===== src/hdl/adfu_pkg.sv =====
// ----------------------------------------------------------------------------
// adfu_pkg: shared types and constants of the autorange display formatter
// Register map, controller states, character phases, command/status bundles.
// ----------------------------------------------------------------------------
package adfu_pkg;

  // register indexes (byte address = 4 * index)
  localparam logic [1:0] REG_DIGIT_COUNT = 2'd0;
  localparam logic [1:0] REG_RANGE_HYST  = 2'd1;
  localparam logic [1:0] REG_HOLD_HYST   = 2'd2;
  localparam logic [1:0] REG_UNIT_KIND   = 2'd3;

  // register reset values
  localparam logic [3:0] DIGIT_COUNT_RST = 4'd4;
  localparam logic [7:0] RANGE_HYST_RST  = 8'd26;
  localparam logic [7:0] HOLD_HYST_RST   = 8'd3;
  localparam logic [1:0] UNIT_KIND_RST   = 2'd0;

  // display ranges
  localparam logic [1:0] RANGE_BASE  = 2'd0;
  localparam logic [1:0] RANGE_MILLI = 2'd1;
  localparam logic [1:0] RANGE_MICRO = 2'd2;

  // unit kinds
  localparam logic [1:0] UNIT_VOLT = 2'd0;
  localparam logic [1:0] UNIT_AMP  = 2'd1;
  localparam logic [1:0] UNIT_WATT = 2'd2;

  // ASCII codes
  localparam logic [7:0] CH_ZERO  = 8'h30;
  localparam logic [7:0] CH_NINE  = 8'h39;
  localparam logic [7:0] CH_POINT = 8'h2E;
  localparam logic [7:0] CH_SPACE = 8'h20;
  localparam logic [7:0] CH_MILLI = 8'h6D;
  localparam logic [7:0] CH_MICRO = 8'h75;
  localparam logic [7:0] CH_VOLT  = 8'h56;
  localparam logic [7:0] CH_AMP   = 8'h41;
  localparam logic [7:0] CH_WATT  = 8'h57;
  localparam logic [7:0] CH_QUERY = 8'h3F;

  typedef struct packed {
    logic [3:0] digit_count;
    logic [7:0] range_hyst;
    logic [7:0] hold_hyst;
    logic [1:0] unit_kind;
  } adfu_cfg_t;

  typedef enum logic [2:0] {
    ST_IDLE,
    ST_CONV,
    ST_SIZE,
    ST_CHECK,
    ST_INC,
    ST_SETUP,
    ST_EMIT
  } adfu_state_e;

  typedef enum logic [2:0] {
    PH_NINE,
    PH_INT,
    PH_POINT,
    PH_FRAC,
    PH_SPACE,
    PH_PREFIX,
    PH_UNIT
  } adfu_phase_e;

  typedef struct packed {
    logic load;
    logic conv_step;
    logic size;
    logic check;
    logic inc;
    logic setup;
    logic emit;
  } adfu_cmd_t;

  typedef struct packed {
    logic carry;
    logic slot_free;
    logic emit_last;
  } adfu_sts_t;

  function automatic logic [7:0] unit_char(input logic [1:0] kind);
    logic [7:0] c;
    case (kind)
      UNIT_VOLT: c = CH_VOLT;
      UNIT_AMP:  c = CH_AMP;
      UNIT_WATT: c = CH_WATT;
      default:   c = CH_QUERY;
    endcase
    return c;
  endfunction

endpackage


===== src/hdl/adfu_regs.sv =====
// ----------------------------------------------------------------------------
// adfu_regs: configuration register file
// APB-style write/read port for digit count, hysteresis and unit kind.
// ----------------------------------------------------------------------------
module adfu_regs (
  input  logic                 clk_i,
  input  logic                 rst_ni,
  input  logic                 psel,
  input  logic                 penable,
  input  logic                 pwrite,
  input  logic [3:0]           paddr,
  input  logic [31:0]          pwdata,
  output logic [31:0]          prdata,
  output logic                 pready,
  output adfu_pkg::adfu_cfg_t  cfg_o
);

  adfu_pkg::adfu_cfg_t cfg_q, cfg_d;
  logic                wr_en;

  assign pready = 1'b1;
  assign wr_en  = psel && penable && pwrite;
  assign cfg_o  = cfg_q;

  // write decode
  always_comb begin
    cfg_d = cfg_q;
    if (wr_en) begin
      case (paddr[3:2])
        adfu_pkg::REG_DIGIT_COUNT: cfg_d.digit_count = pwdata[3:0];
        adfu_pkg::REG_RANGE_HYST:  cfg_d.range_hyst  = pwdata[7:0];
        adfu_pkg::REG_HOLD_HYST:   cfg_d.hold_hyst   = pwdata[7:0];
        adfu_pkg::REG_UNIT_KIND:   cfg_d.unit_kind   = pwdata[1:0];
        default:                   cfg_d = cfg_q;
      endcase
    end
  end

  always_ff @(posedge clk_i or negedge rst_ni) begin
    if (!rst_ni) begin
      cfg_q.digit_count <= adfu_pkg::DIGIT_COUNT_RST;
      cfg_q.range_hyst  <= adfu_pkg::RANGE_HYST_RST;
      cfg_q.hold_hyst   <= adfu_pkg::HOLD_HYST_RST;
      cfg_q.unit_kind   <= adfu_pkg::UNIT_KIND_RST;
    end else begin
      cfg_q <= cfg_d;
    end
  end

  // read mux
  always_comb begin
    case (paddr[3:2])
      adfu_pkg::REG_DIGIT_COUNT: prdata = {28'd0, cfg_q.digit_count};
      adfu_pkg::REG_RANGE_HYST:  prdata = {24'd0, cfg_q.range_hyst};
      adfu_pkg::REG_HOLD_HYST:   prdata = {24'd0, cfg_q.hold_hyst};
      adfu_pkg::REG_UNIT_KIND:   prdata = {30'd0, cfg_q.unit_kind};
      default:                   prdata = 32'd0;
    endcase
  end

endmodule


===== src/hdl/adfu_ctrl.sv =====
// ----------------------------------------------------------------------------
// adfu_ctrl: sequencing state machine
// Steps one reading through conversion, sizing, rounding and character output.
// ----------------------------------------------------------------------------
module adfu_ctrl #(
  parameter int READING_BITS = 32
) (
  input  logic                 clk_i,
  input  logic                 rst_ni,
  input  logic                 in_valid_i,
  output logic                 in_ready_o,
  input  adfu_pkg::adfu_sts_t  sts_i,
  output adfu_pkg::adfu_cmd_t  cmd_o
);

  localparam int CNW = $clog2(READING_BITS);

  adfu_pkg::adfu_state_e state_q, state_d;
  logic [CNW-1:0]        cnt_q, cnt_d;

  // next state
  always_comb begin
    state_d = state_q;
    case (state_q)
      adfu_pkg::ST_IDLE:  if (in_valid_i) state_d = adfu_pkg::ST_CONV;
      adfu_pkg::ST_CONV:  if (cnt_q == CNW'(READING_BITS - 1)) state_d = adfu_pkg::ST_SIZE;
      adfu_pkg::ST_SIZE:  state_d = adfu_pkg::ST_CHECK;
      adfu_pkg::ST_CHECK: state_d = adfu_pkg::ST_INC;
      adfu_pkg::ST_INC:   if (!sts_i.carry) state_d = adfu_pkg::ST_SETUP;
      adfu_pkg::ST_SETUP: state_d = adfu_pkg::ST_EMIT;
      adfu_pkg::ST_EMIT: begin
        if (sts_i.slot_free && sts_i.emit_last) state_d = adfu_pkg::ST_IDLE;
      end
      default:            state_d = adfu_pkg::ST_IDLE;
    endcase
  end

  // outputs
  always_comb begin
    cmd_o      = '0;
    in_ready_o = 1'b0;
    case (state_q)
      adfu_pkg::ST_IDLE: begin
        in_ready_o = 1'b1;
        cmd_o.load = in_valid_i;
      end
      adfu_pkg::ST_CONV:  cmd_o.conv_step = 1'b1;
      adfu_pkg::ST_SIZE:  cmd_o.size      = 1'b1;
      adfu_pkg::ST_CHECK: cmd_o.check     = 1'b1;
      adfu_pkg::ST_INC:   cmd_o.inc       = 1'b1;
      adfu_pkg::ST_SETUP: cmd_o.setup     = 1'b1;
      adfu_pkg::ST_EMIT:  cmd_o.emit      = sts_i.slot_free;
      default:            cmd_o           = '0;
    endcase
  end

  // bit counter of the conversion
  always_comb begin
    cnt_d = cnt_q;
    if (state_q == adfu_pkg::ST_CONV) cnt_d = cnt_q + 1'b1;
    else                              cnt_d = '0;
  end

  always_ff @(posedge clk_i or negedge rst_ni) begin
    if (!rst_ni) begin
      state_q <= adfu_pkg::ST_IDLE;
      cnt_q   <= '0;
    end else begin
      state_q <= state_d;
      cnt_q   <= cnt_d;
    end
  end

endmodule


===== src/hdl/adfu_dp.sv =====
// ----------------------------------------------------------------------------
// adfu_dp: formatter datapath
// Range and hold update, bit-serial BCD conversion, digit rounding and the
// character generator with its output register.
// ----------------------------------------------------------------------------
module adfu_dp #(
  parameter int READING_BITS = 32,
  parameter int MAX_DIGITS   = 8
) (
  input  logic                     clk_i,
  input  logic                     rst_ni,
  input  adfu_pkg::adfu_cmd_t      cmd_i,
  output adfu_pkg::adfu_sts_t      sts_o,
  input  adfu_pkg::adfu_cfg_t      cfg_i,
  input  logic [READING_BITS-1:0]  reading_i,
  output logic                     out_valid_o,
  input  logic                     out_ready_i,
  output logic [7:0]               out_char_o,
  output logic [1:0]               out_range_o,
  output logic                     out_last_o
);

  localparam int RB  = READING_BITS;
  // decimal digits of the largest magnitude plus one for a rounding carry
  localparam int ND  = ((RB - 1) * 30103) / 100000 + 2;
  localparam int IW  = $clog2(ND);
  localparam int LW  = $clog2(ND + MAX_DIGITS + 1);
  localparam int PSW = $clog2(ND + MAX_DIGITS + 2) + 1;
  localparam int CW  = (RB + 10 > 32) ? RB + 10 : 32;

  localparam logic signed [CW-1:0] ONE_K = CW'(1000);
  localparam logic signed [CW-1:0] ONE_M = CW'(1000000);

  // state
  logic [1:0]                range_q;
  logic signed [RB-1:0]      held_q;
  logic [RB-1:0]             sh_q;
  logic [3:0]                dig_q [ND];
  logic [LW-1:0]             rem_q;
  logic [LW-1:0]             cnt_q;
  logic                      rnd_en_q;
  logic                      carry_q;
  logic signed [PSW-1:0]     pos_q;
  adfu_pkg::adfu_phase_e     phase_q;
  logic                      out_valid_q;
  logic [7:0]                out_char_q;
  logic [1:0]                out_range_q;
  logic                      out_last_q;

  // ---------------- range choice and hold update ----------------
  logic signed [CW-1:0] r_ext, h_ext, r256, thr_milli, thr_base, p_up, p_dn;
  logic                 r_lt, r_gt, held_upd;
  logic [1:0]           range_nx;
  logic [RB-1:0]        mag;

  assign r_ext     = {{(CW-RB){reading_i[RB-1]}}, reading_i};
  assign h_ext     = {{(CW-RB){held_q[RB-1]}}, held_q};
  assign r256      = r_ext <<< 8;
  assign thr_milli = $signed(CW'(256000) + CW'(1000) * CW'(cfg_i.range_hyst));
  assign thr_base  = $signed(CW'(256000000) + CW'(1000000) * CW'(cfg_i.range_hyst));
  assign p_up      = h_ext * $signed({1'b0, 9'd256 + 9'(cfg_i.hold_hyst)});
  assign p_dn      = h_ext * $signed({1'b0, 9'd256 - 9'(cfg_i.hold_hyst)});
  assign r_lt      = r_ext < h_ext;
  assign r_gt      = r_ext > h_ext;
  assign held_upd  = (r256 > p_up) || (r256 > p_dn);
  assign mag       = reading_i[RB-1] ? (~reading_i + 1'b1) : reading_i;

  always_comb begin
    range_nx = range_q;
    case (range_q)
      adfu_pkg::RANGE_BASE: begin
        if (r_lt && r_ext <= ONE_M) range_nx = adfu_pkg::RANGE_MILLI;
      end
      adfu_pkg::RANGE_MILLI: begin
        if (r_lt && r_ext <= ONE_K) range_nx = adfu_pkg::RANGE_MICRO;
        else if (r_gt && r_ext >= ONE_M && r256 > thr_base) range_nx = adfu_pkg::RANGE_BASE;
      end
      adfu_pkg::RANGE_MICRO: begin
        if (r_gt && r_ext >= ONE_K && r256 > thr_milli) range_nx = adfu_pkg::RANGE_MILLI;
      end
      default: range_nx = range_q;
    endcase
  end

  // ---------------- double-dabble step ----------------
  logic [3:0] adj   [ND];
  logic [3:0] dd_nx [ND];
  logic       bcd_ok;

  always_comb begin
    bcd_ok = 1'b1;
    for (int i = 0; i < ND; i++) begin
      adj[i] = (dig_q[i] >= 4'd5) ? dig_q[i] + 4'd3 : dig_q[i];
      if (dig_q[i] > 4'd9) bcd_ok = 1'b0;
    end
    dd_nx[0] = {adj[0][2:0], sh_q[RB-1]};
    for (int i = 1; i < ND; i++) begin
      dd_nx[i] = {adj[i][2:0], adj[i-1][3]};
    end
  end

  // ---------------- sizing ----------------
  logic signed [PSW-1:0] hi_v, s_v, span_v;
  logic [LW-1:0]         len_v, d_v, rem_v, s_l;
  logic                  nines_v;

  always_comb begin
    hi_v = '1;  // no nonzero digit
    for (int i = 0; i < ND; i++) begin
      if (dig_q[i] != 4'd0) hi_v = PSW'(i);
    end
    case (range_q)
      adfu_pkg::RANGE_BASE:  s_v = PSW'(6);
      adfu_pkg::RANGE_MILLI: s_v = PSW'(3);
      default:               s_v = PSW'(0);
    endcase
    s_l    = s_v[LW-1:0];
    span_v = hi_v - s_v + PSW'(1);
    len_v  = (hi_v >= s_v) ? span_v[LW-1:0] : LW'(1);
    // clamp the digit count to 1..MAX_DIGITS
    if (cfg_i.digit_count == 4'd0)                 d_v = LW'(1);
    else if (LW'(cfg_i.digit_count) > LW'(MAX_DIGITS)) d_v = LW'(MAX_DIGITS);
    else                                           d_v = LW'(cfg_i.digit_count);
    nines_v = len_v > d_v;
    rem_v   = nines_v ? '0 : d_v - len_v;
  end

  // ---------------- digit read port ----------------
  logic       pos_ok;
  logic [3:0] rd_dig;

  assign pos_ok = (pos_q >= 0) && (pos_q < PSW'(ND));
  assign rd_dig = pos_ok ? dig_q[pos_q[IW-1:0]] : 4'd0;

  // ---------------- character generator ----------------
  logic [7:0] ch_v;
  logic       last_v;

  always_comb begin
    case (phase_q)
      adfu_pkg::PH_NINE:   ch_v = adfu_pkg::CH_NINE;
      adfu_pkg::PH_INT:    ch_v = adfu_pkg::CH_ZERO + 8'(rd_dig);
      adfu_pkg::PH_POINT:  ch_v = adfu_pkg::CH_POINT;
      adfu_pkg::PH_FRAC:   ch_v = adfu_pkg::CH_ZERO + 8'(rd_dig);
      adfu_pkg::PH_SPACE:  ch_v = adfu_pkg::CH_SPACE;
      adfu_pkg::PH_PREFIX: begin
        ch_v = (range_q == adfu_pkg::RANGE_MILLI) ? adfu_pkg::CH_MILLI : adfu_pkg::CH_MICRO;
      end
      adfu_pkg::PH_UNIT:   ch_v = adfu_pkg::unit_char(cfg_i.unit_kind);
      default:             ch_v = adfu_pkg::CH_QUERY;
    endcase
    last_v = phase_q == adfu_pkg::PH_UNIT;
  end

  // ---------------- sequenced registers ----------------
  always_ff @(posedge clk_i or negedge rst_ni) begin
    if (!rst_ni) begin
      range_q  <= adfu_pkg::RANGE_MICRO;
      held_q   <= '0;
      carry_q  <= 1'b0;
      rnd_en_q <= 1'b0;
      phase_q  <= adfu_pkg::PH_UNIT;
    end else begin
      if (cmd_i.load) begin
        range_q <= range_nx;
        if (held_upd) held_q <= reading_i;
        carry_q <= 1'b0;
      end
      if (cmd_i.size) begin
        rnd_en_q <= !nines_v && (rem_v < s_l);
      end
      if (cmd_i.check) begin
        carry_q <= rnd_en_q && (rd_dig >= 4'd5);
      end
      if (cmd_i.inc && carry_q) begin
        carry_q <= pos_ok && (rd_dig == 4'd9);
      end
      if (cmd_i.setup) begin
        phase_q <= nines_v ? adfu_pkg::PH_NINE : adfu_pkg::PH_INT;
      end
      if (cmd_i.emit) begin
        case (phase_q)
          adfu_pkg::PH_NINE: begin
            if (cnt_q == LW'(1)) phase_q <= adfu_pkg::PH_SPACE;
          end
          adfu_pkg::PH_INT: begin
            if (cnt_q == LW'(1)) begin
              phase_q <= (rem_q != '0) ? adfu_pkg::PH_POINT : adfu_pkg::PH_SPACE;
            end
          end
          adfu_pkg::PH_POINT: phase_q <= adfu_pkg::PH_FRAC;
          adfu_pkg::PH_FRAC: begin
            if (cnt_q == LW'(1)) phase_q <= adfu_pkg::PH_SPACE;
          end
          adfu_pkg::PH_SPACE: begin
            phase_q <= (range_q != adfu_pkg::RANGE_BASE) ? adfu_pkg::PH_PREFIX
                                                         : adfu_pkg::PH_UNIT;
          end
          adfu_pkg::PH_PREFIX: phase_q <= adfu_pkg::PH_UNIT;
          default:             phase_q <= adfu_pkg::PH_UNIT;
        endcase
      end
    end
  end

  // payload: conversion shifter, digits, pointer, counters
  always_ff @(posedge clk_i) begin
    if (cmd_i.load) begin
      sh_q <= mag;
      for (int i = 0; i < ND; i++) dig_q[i] <= 4'd0;
    end
    if (cmd_i.conv_step) begin
      sh_q <= sh_q << 1;
      for (int i = 0; i < ND; i++) dig_q[i] <= dd_nx[i];
    end
    if (cmd_i.size) begin
      pos_q <= s_v - $signed({1'b0, rem_v}) - PSW'(1);
    end
    if (cmd_i.check) begin
      pos_q <= pos_q + PSW'(1);
    end
    if (cmd_i.inc && carry_q) begin
      if (pos_ok) dig_q[pos_q[IW-1:0]] <= (rd_dig == 4'd9) ? 4'd0 : rd_dig + 4'd1;
      pos_q <= pos_q + PSW'(1);
    end
    if (cmd_i.setup) begin
      rem_q <= rem_v;
      cnt_q <= nines_v ? d_v : len_v;
      pos_q <= s_v + $signed({1'b0, len_v}) - PSW'(1);
    end
    if (cmd_i.emit) begin
      case (phase_q)
        adfu_pkg::PH_NINE:  cnt_q <= cnt_q - 1'b1;
        adfu_pkg::PH_INT: begin
          cnt_q <= cnt_q - 1'b1;
          pos_q <= pos_q - PSW'(1);
        end
        adfu_pkg::PH_POINT: cnt_q <= rem_q;
        adfu_pkg::PH_FRAC: begin
          cnt_q <= cnt_q - 1'b1;
          pos_q <= pos_q - PSW'(1);
        end
        default:            cnt_q <= cnt_q;
      endcase
    end
  end

  // ---------------- output register ----------------
  always_ff @(posedge clk_i or negedge rst_ni) begin
    if (!rst_ni) begin
      out_valid_q <= 1'b0;
    end else if (cmd_i.emit) begin
      out_valid_q <= 1'b1;
    end else if (out_ready_i) begin
      out_valid_q <= 1'b0;
    end
  end

  always_ff @(posedge clk_i) begin
    if (cmd_i.emit) begin
      out_char_q  <= ch_v;
      out_range_q <= range_q;
      out_last_q  <= last_v;
    end
  end

  assign out_valid_o     = out_valid_q;
  assign out_char_o      = out_char_q;
  assign out_range_o     = out_range_q;
  assign out_last_o      = out_last_q;
  assign sts_o.carry     = carry_q;
  assign sts_o.slot_free = !out_valid_q || out_ready_i;
  assign sts_o.emit_last = last_v;

`ifndef NO_ASSERTIONS
  // a character is never written over one that has not been taken
  a_no_overwrite: assert property (@(posedge clk_i) disable iff (!rst_ni)
    cmd_i.emit |-> (!out_valid_q || out_ready_i))
    else $error("adfu_dp: output register overwritten");

  // the decimal digits stay valid BCD once loaded
  a_bcd_valid: assert property (@(posedge clk_i) disable iff (!rst_ni)
    (cmd_i.size || cmd_i.check || cmd_i.inc || cmd_i.setup || cmd_i.emit) |-> bcd_ok)
    else $error("adfu_dp: digit out of BCD range");

  // rounding starts with no pending carry
  a_carry_clear: assert property (@(posedge clk_i) disable iff (!rst_ni)
    cmd_i.load |=> !carry_q)
    else $error("adfu_dp: stale rounding carry");

  // the unit letter closes every string
  a_last_unit: assert property (@(posedge clk_i) disable iff (!rst_ni)
    cmd_i.emit |=> (out_last_q == (($past(phase_q)) == adfu_pkg::PH_UNIT)))
    else $error("adfu_dp: end-of-string mark misplaced");
`endif

endmodule


===== src/hdl/autorange_display_formatter_unit.sv =====
// ----------------------------------------------------------------------------
// autorange_display_formatter_unit: autoranging fixed-digit display formatter
// Turns signed micro-unit readings into ASCII display strings.
// ----------------------------------------------------------------------------
// Each reading accepted on the input stream selects a base/milli/micro range
// with upward hysteresis and is emitted as one character beat per output beat
// (digits, optional point, space, optional prefix, unit letter; tlast on the
// unit). A reading passes through the bit-serial binary-to-BCD converter,
// sizing and setup and a rounding step while a carry ripples through the
// digits, then character output (at most MAX_DIGITS + 4 characters), which
// stalls while the output is not ready. The next reading is taken once the
// last character sits in the output register. Negative readings show their
// magnitude.
module autorange_display_formatter_unit #(
  parameter int READING_BITS = 32,
  parameter int MAX_DIGITS   = 8
) (
  input  logic                                clk_i,
  input  logic                                rst_ni,
  // input stream
  input  logic                                s_axis_tvalid,
  output logic                                s_axis_tready,
  input  logic [((READING_BITS+7)/8)*8-1:0]   s_axis_tdata,  // [RB-1:0] reading_micro
  // output stream
  output logic                                m_axis_tvalid,
  input  logic                                m_axis_tready,
  output logic [7:0]                          m_axis_tdata,  // [7:0] char_code
  output logic [1:0]                          m_axis_tuser,  // [1:0] range_now
  output logic                                m_axis_tlast,
  // configuration
  input  logic                                psel,
  input  logic                                penable,
  input  logic                                pwrite,
  input  logic [3:0]                          paddr,
  input  logic [31:0]                         pwdata,
  output logic [31:0]                         prdata,
  output logic                                pready
);

  adfu_pkg::adfu_cfg_t cfg;
  adfu_pkg::adfu_cmd_t cmd;
  adfu_pkg::adfu_sts_t sts;

  adfu_regs u_regs (
    .clk_i   (clk_i),
    .rst_ni  (rst_ni),
    .psel    (psel),
    .penable (penable),
    .pwrite  (pwrite),
    .paddr   (paddr),
    .pwdata  (pwdata),
    .prdata  (prdata),
    .pready  (pready),
    .cfg_o   (cfg)
  );

  adfu_ctrl #(
    .READING_BITS (READING_BITS)
  ) u_ctrl (
    .clk_i      (clk_i),
    .rst_ni     (rst_ni),
    .in_valid_i (s_axis_tvalid),
    .in_ready_o (s_axis_tready),
    .sts_i      (sts),
    .cmd_o      (cmd)
  );

  adfu_dp #(
    .READING_BITS (READING_BITS),
    .MAX_DIGITS   (MAX_DIGITS)
  ) u_dp (
    .clk_i       (clk_i),
    .rst_ni      (rst_ni),
    .cmd_i       (cmd),
    .sts_o       (sts),
    .cfg_i       (cfg),
    .reading_i   (s_axis_tdata[READING_BITS-1:0]),
    .out_valid_o (m_axis_tvalid),
    .out_ready_i (m_axis_tready),
    .out_char_o  (m_axis_tdata),
    .out_range_o (m_axis_tuser),
    .out_last_o  (m_axis_tlast)
  );

endmodule


===== config.mk =====
export PLATFORM = sky130hd
export DESIGN_NAME = autorange_display_formatter_unit
export DESIGN_NICKNAME = d
export VERILOG_FILES = /design/src/hdl/adfu_pkg.sv /design/src/hdl/adfu_regs.sv /design/src/hdl/adfu_ctrl.sv /design/src/hdl/adfu_dp.sv /design/src/hdl/autorange_display_formatter_unit.sv
export SDC_FILE = /design/constraint.sdc
export NUM_CORES = 2
export LEC_CHECK = 0
export BUFFER_PORTS_ARGS = -buffer_cell sky130_fd_sc_hd__buf_2
export CORE_ASPECT_RATIO = 1.1
export CORE_UTILIZATION = 25
export DETAILED_ROUTE_END_ITERATION = 8
export HOLD_SLACK_MARGIN = 0.15
export PLACE_DENSITY = 0.47
export SYNTH_ARGS = -nofsm -noshare
export SYNTH_HDL_FRONTEND = slang
export SYNTH_SLANG_ARGS = --single-unit

===== constraint.sdc =====
create_clock -name clk_i -period 11.9 [get_ports clk_i]
set_input_delay 1.19 -clock clk_i [delete_from_list [all_inputs] [get_ports clk_i]]
set_output_delay 1.19 -clock clk_i [all_outputs]
set_load 0.005 [all_outputs]

* After elaboration in Yosys (flattened, before gate mapping)
Memory sizes are Yosys's and may differ from the RTL's. A register that Yosys moved wholly into a read port is not among the register bits. Cells that the tools add are included.
Cells by class: add/subtract/negate cells 29, multiply operators 4, order comparisons 28, equal/unequal tests 30, multiplexer cells 99, bitwise operators 12, reductions and logical operators 54
Operators with widths (count):
- one-hot mux 32 bit (4 select lines) | 1
- 2-to-1 mux 4 bit | 26
- 2-to-1 mux 6 bit | 17
- 2-to-1 mux 32 bit | 3
- > comparator 40 x 42 -> 1 bit | 2
- multiplier 32 x 10 -> 42 bit | 2
- greater-or-equal comparator 4 x 3 -> 1 bit, second input constant | 12
- one-hot mux 8 bit (6 select lines) | 1
- nonzero test 4 bit | 11
- adder 4 x 2 -> 4 bit, second input constant | 10
- > comparator 40 x 20 -> 1 bit | 1
- > comparator 40 x 30 -> 1 bit | 1
- 2-to-1 mux 5 bit | 8
- adder 32 x 1 -> 32 bit, second input constant | 1
- greater-or-equal comparator 32 x 11 -> 1 bit, second input constant | 1
- greater-or-equal comparator 32 x 21 -> 1 bit, second input constant | 1
- > comparator 32 bit | 1
- less-or-equal comparator 32 x 11 -> 1 bit, second input constant | 1
- less-or-equal comparator 32 x 21 -> 1 bit, second input constant | 1
- < comparator 32 bit | 1
- inverter 32 bit | 1
- 2-to-1 mux 3 bit | 10
- adder 28 x 28 -> 29 bit, first input constant | 1
- multiplier 14 x 8 -> 22 bit, first input constant | 1
- other kinds (58) | 141
Word-level totals: register bits 129, memory bits (writable) 44, input port bits 75, output and inout bits 46, logic and storage cells 277, memories kept 1
Memory list:
- u_dp.dig_q | words 11, width 4, rd ports 12, clocked after Yosys merged registers in 1, write ports 11, line adfu_dp.sv:38 | logic [3:0] dig_q [ND];

* Longest topological paths before layout
An unclocked memory read counts as a cell.
depth in word-level cells 26, mapped depth 39, depth with buffers taken out 35

* Modules after synthesis
From an unflattened synthesis, not the netlist that was laid out.
Unflattened totals: cells, all modules 4188, area, all modules 37428.4 µm²
By module, submodules not included:
- adfu_dp | instances 1, cells an instance 4052, area an instance 35755.5 µm², sequential area each 4117.7 µm²
- adfu_regs | instances 1, cells an instance 93, area an instance 1214.9 µm², sequential area each 558.0 µm²
- adfu_ctrl | instances 1, cells an instance 43, area an instance 457.9 µm², sequential area each 200.2 µm²

* Worst setup path after synthesis
No wires, ideal clock.
path type register to register, start register u_regs.cfg_q, in the netlist u_regs.cfg_o[2], end register u_dp.held_q[23], setup time 125 ps, arrival 9060 ps, required time 11775 ps, setup slack 2715 ps, cell stages (with the launch flop) 38, path buffers 4, period minus slack after synthesis 9185 ps, cells stage by stage dfstp_2 clkbuf_1 clkbuf_1 inv_1 ha_1 xnor2_1 clkbuf_1 nand2_1 fa_1 inv_1 fa_1 inv_1 fa_1 inv_1 fa_1 inv_1 fa_1 inv_1 [2 not listed] o221ai_1 a311oi_2 o21ai_1 a21o_1 a21o_1 a311oi_1 xor2_1 ha_1 a21o_1 a21o_1 a21o_1 a21oi_1 nor2b_1 o31a_1 or4b_1 o221ai_2 buf_6 mux2_2
Between the ends: longest elaborated chain between the ends 5, elaborated cells between the ends (all ways) 8, classes of those cells 2 x add/sub; 2 x mul; 2 x order compare; 2 x reduce/logical
Ends and longest elaborated chain:
- from (decl) | line adfu_regs.sv:18 | adfu_pkg::adfu_cfg_t cfg_q, cfg_d;
- from (signal assigned) | line adfu_regs.sv:46 | cfg_q <= cfg_d;
- adder 9 x 8 -> 9 bit or subtractor 9 x 8 -> 9 bit (tied branches) | line adfu_dp.sv:61, adfu_dp.sv:62
- multiplier 32 x 10 -> 42 bit, on equally long branches | line adfu_dp.sv:61, adfu_dp.sv:62
- > comparator 40 x 42 -> 1 bit | line adfu_dp.sv:65 | assign held_upd = (r256 > p_up) || (r256 > p_dn);
- logical OR 1 bit (*) | line adfu_dp.sv:65
- AND reduction 2 bit (no line) (*)
- to (signal assigned) | line adfu_dp.sv:166 | if (held_upd) held_q <= reading_i;
- to (decl) | line adfu_dp.sv:36 | logic signed [RB-1:0] held_q;
Mark *: on every way between the ends. The rest lies on a longest branch, timed or not. A chain may end at the register's enable or synchronous reset.

* Final worst setup path
start register u_regs.cfg_q, in the netlist u_regs.cfg_o[4], end register u_dp.held_q[9]
The elaborated chain is that of the path after synthesis.

==> summary.md <==
| Metric | Value |
|---|---|
| Status | finished, final reports clean |
| Reg2Reg Capture Point | u_dp.held_q[9]$_DFFE_PN0P_ |
| Final setup fails | 0 |
| Global-route wire length before repair | about 180000 µm |
| Global route overflow | 0 |
| Max-Cap Viols | 0 |
| Mapped cell area | roughly 37000 µm² |
| Setup TNS | 0 ps |
| Synth cell types | approximately 100 |
| HPWL Detailed | 89800 µm |
| CTS tree | done |
| DR WL/cell | about 18 µm |
| DRT Wirelength | about 110000 µm |
| Post-CTS sizing | 0 |
| Post-Synthesis Cells | about 4200 |
| Slew @ Worst Pin | between 1000 and 1500 ps |
| Die Ht | approximately 410 µm |
| Yosys warnings | 0 |
| Initial DRC Count | 1477 |
| Num CTS Buffers | 17 |
| Initial Util | 0.2522 |
| Placer congestion estimate | around 0.85 |
| Die Width | about 370 µm |
| Seq/Total Area, Yosys | 0.1305 |
| Pin count of the biggest net entering global routing | 48 |
| Post-CTS Setup Bufs | 0 |
| Avg Vias per Cell | 4.675 |
| Worst r2r path cells | 31 |
| Flop2flop setup slack | ~1300 ps |
| DR vias | between 20000 and 30000 |
| Clock skew | between 20 and 25 ps |
| # H-tree levels | 4 |
| Longest Clk Path Bufs | 2 |
| Worst-Skew Late Latency | roughly 520 ps |
| Post-route ant nets | 0 |
| FMAX | about 0.094 GHz |
| Reg-to-reg critical path startpoint | u_regs.cfg_o[4]$_DFFE_PN0P_ |
| Hold buffer count at cts | 0 |
| Clock Sinks | about 180 |
| Crit-path slowest cell | dfrtp_1 |
| RSZ-0062 raised after global routing | no |
| Crit path time final | between 10000 and 15000 ps |
| Clk root buf | clkbuf_16 |
| EDFF count, synth | between 90 and 100 |
| WS Path Type | register to register |
| Mean Syn Cell Area | roughly 9.0 µm² |
| Number of synthesized register bits | between 150 and 200 |
| Total core area | 148100 µm² |
| I/O pin count | ~120 |
| Hold Path End | u_dp.sh_q[0]$_SDFFE_PP0P_ |
| Element type at the critical path start | register |
| Crit path arrival time | around 11000 ps |
| CTS clk-pin slew, worst paths | roughly 80 ps |
| Max Fanout on Critical Path | 25 |
| Max-slew violation count | 0 |
| Layout area overhead | 8.694% |
| Share of layout cells above drive strength 1 | 0.06472 |
| Crit. End Element | register |
| Gr usage total | 0.1511 |
| Cell mode on critical path | fa_1 |
| Slew margin rel. | 0.2812 |
| Fill count | 16020 |
| Crit-path max cell delay | 610 ps |
| Port Buf Inserts | just under 70 |
| Remaining DRCs | 0 |
| Vias in the first global route | 30360 |
| Initial antenna violation count | 9 |
| CP Data Required Time | around 12000 ps |
| Endpoints failing hold | 0 |
| Main area contributors after synthesis | fa_1, ha_1, edfxtp_1 |
| Worst Hold Launch | u_dp.sh_q[0]$_SDFFE_PP0P_ |
| Min-delay worst type | register to register |
| Die area | roughly 150000 µm² |
| Share of the synthesized area in the top cell type | 0.2722 |
| Ys flop type | edfxtp_1 |
| DR pass1 iterations | 5 |
| Nets | 5205 |
| Row cnt | between 100 and 150 |
| Area leader, netlist | fa_1 |
| Crit share post-route | 0.8923 |
| Synth async-reset ratio | 0.3977 |
| Hold Path Depth | 2 |
-- kinds of logic after synthesis --
| logic type | synth area share |
|---|---|
| adders and majority gates | 0.4273 |
| xor gates and xnor gates | 0.04454 |
| and+or+nand+nor | 0.1613 |
| buffers and inverters | 0.09317 |
| other | 0.0002010 |
| AOI/OAI and AO/OA | 0.1186 |
| DFF | 0.1305 |
| muxes | 0.02441 |
-- cell usage after synthesis, drive strengths merged (86+ instances only) --
cell	instances
inv	714
fa	508
ha	463
nand2	416
and2	293
a21oi	184
o21ai	169
clkbuf	135
nor2	126
edfxtp	99
xnor2	98
xor2	92
a21o	86
-- flip-flops by register name (all words and copies together), names as in the netlist, 3 cells and up --
register and count:
u_regs.cfg_o 22, u_dp.sh_q 32, u_ctrl.cnt_q 5, u_dp.held_q 32, u_dp.pos_q 6, u_dp.dig_q 48, u_dp.cnt_q 5, u_dp.out_char_o 7
u_ctrl.state_q 3, u_dp.rem_q 5, u_dp.phase_q 3
-- how the worst max path moves through the flow --
| stage | from | to | slack, ps |
|---|---|---|---|
| floorplan | u_regs.cfg_o[2]$_DFFE_PN1P_ | u_dp.held_q[23]$_DFFE_PN0P_ | 2720 |
| global placement | u_regs.cfg_o[4]$_DFFE_PN0P_ | u_dp.held_q[22]$_DFFE_PN0P_ | 1250 |
| detailed placement | u_regs.cfg_o[4]$_DFFE_PN0P_ | u_dp.held_q[22]$_DFFE_PN0P_ | 1240 |
| CTS | u_regs.cfg_o[4]$_DFFE_PN0P_ | u_dp.held_q[9]$_DFFE_PN0P_ | 1140 |
| global route | u_regs.cfg_o[4]$_DFFE_PN0P_ | u_dp.held_q[9]$_DFFE_PN0P_ | 550 |
| finish | u_regs.cfg_o[4]$_DFFE_PN0P_ | u_dp.held_q[9]$_DFFE_PN0P_ | 1280 |
-- cell type report --
class,instances,area [µm²],share of cell area
tap,1950,2440,0.06008
clock inverter,15,168.9,0.004160
inverter,715,2684,0.06609
clock buffer,17,425.4,0.01048
sequential,176,4876,0.1201
multi-input combinational,3118,29190,0.7188
antenna,4,10.01,0.0002465
timing repair buffer,131,815.8,0.02009
-- worst max-delay path: cells and delay by family (launching register included) --
kind | cells | cell delay [ps]
buf+inv | 4 | 750
simple gates | 8 | 2500
fa+ha+maj | 7 | 3030
mux | 1 | 350
flops | 1 | 610
xor+xnor | 2 | 380
compound gates | 9 | 2810
-- through the flow --
step                utilization  worst slack [ps]  hold WS [ps]  instance area [µm²]  cells
global route             0.2740             552.2         493.4                40600   6122
finish                   0.2741              1282         462.0                40610   6126
global placement         0.2700              1249         446.3                40000   6090
detailed placement       0.2700              1236         451.2                40000   6090
CTS                      0.2740              1137         463.1                40600   6122
floorplan                     -              2715         432.9                37460   4186
-- cells in the final DEF, fill, tap and decap left out, types with 9 or more instances in the layout --
master,instances
inv_1,713
fa_1,508
ha_1,462
nand2_1,416
and2_1,292
a21oi_1,184
o21ai_0,161
nor2_1,125
edfxtp_1,99
xnor2_1,93
xor2_1,91
a21o_1,86
buf_2,67
buf_4,64
dfrtp_1,61
nand3_1,55
nand2b_1,42
nand4_1,41
mux2_2,40
nor3_1,38
o22ai_1,37
nor3b_1,32
conb_1,30
nor2b_1,29
a211oi_1,22
or3_1,21
o21a_1,20
o31ai_1,20
clkbuf_16,17
nor4_1,15
mux4_2,14
and3_1,14
a31oi_1,14
o21bai_1,13
o211ai_1,12
nand3b_1,10
mux2i_1,9
dfstp_2,9
-- metal layers --
metal  part of all wire  track usage  wire length [µm]  vias up
met1               0.46       0.2001             51440    14520
met5            0.00032            0                36        -
met3              0.034      0.01867              3762       89
li1                   -            -                 -    13600
met2               0.49       0.2633             55220      426
met4              0.014      0.02682              1555        6
Power is left out: the tool's default activity adds up to more than one toggle a clock period on the data nets, which glitch-free logic cannot reach.
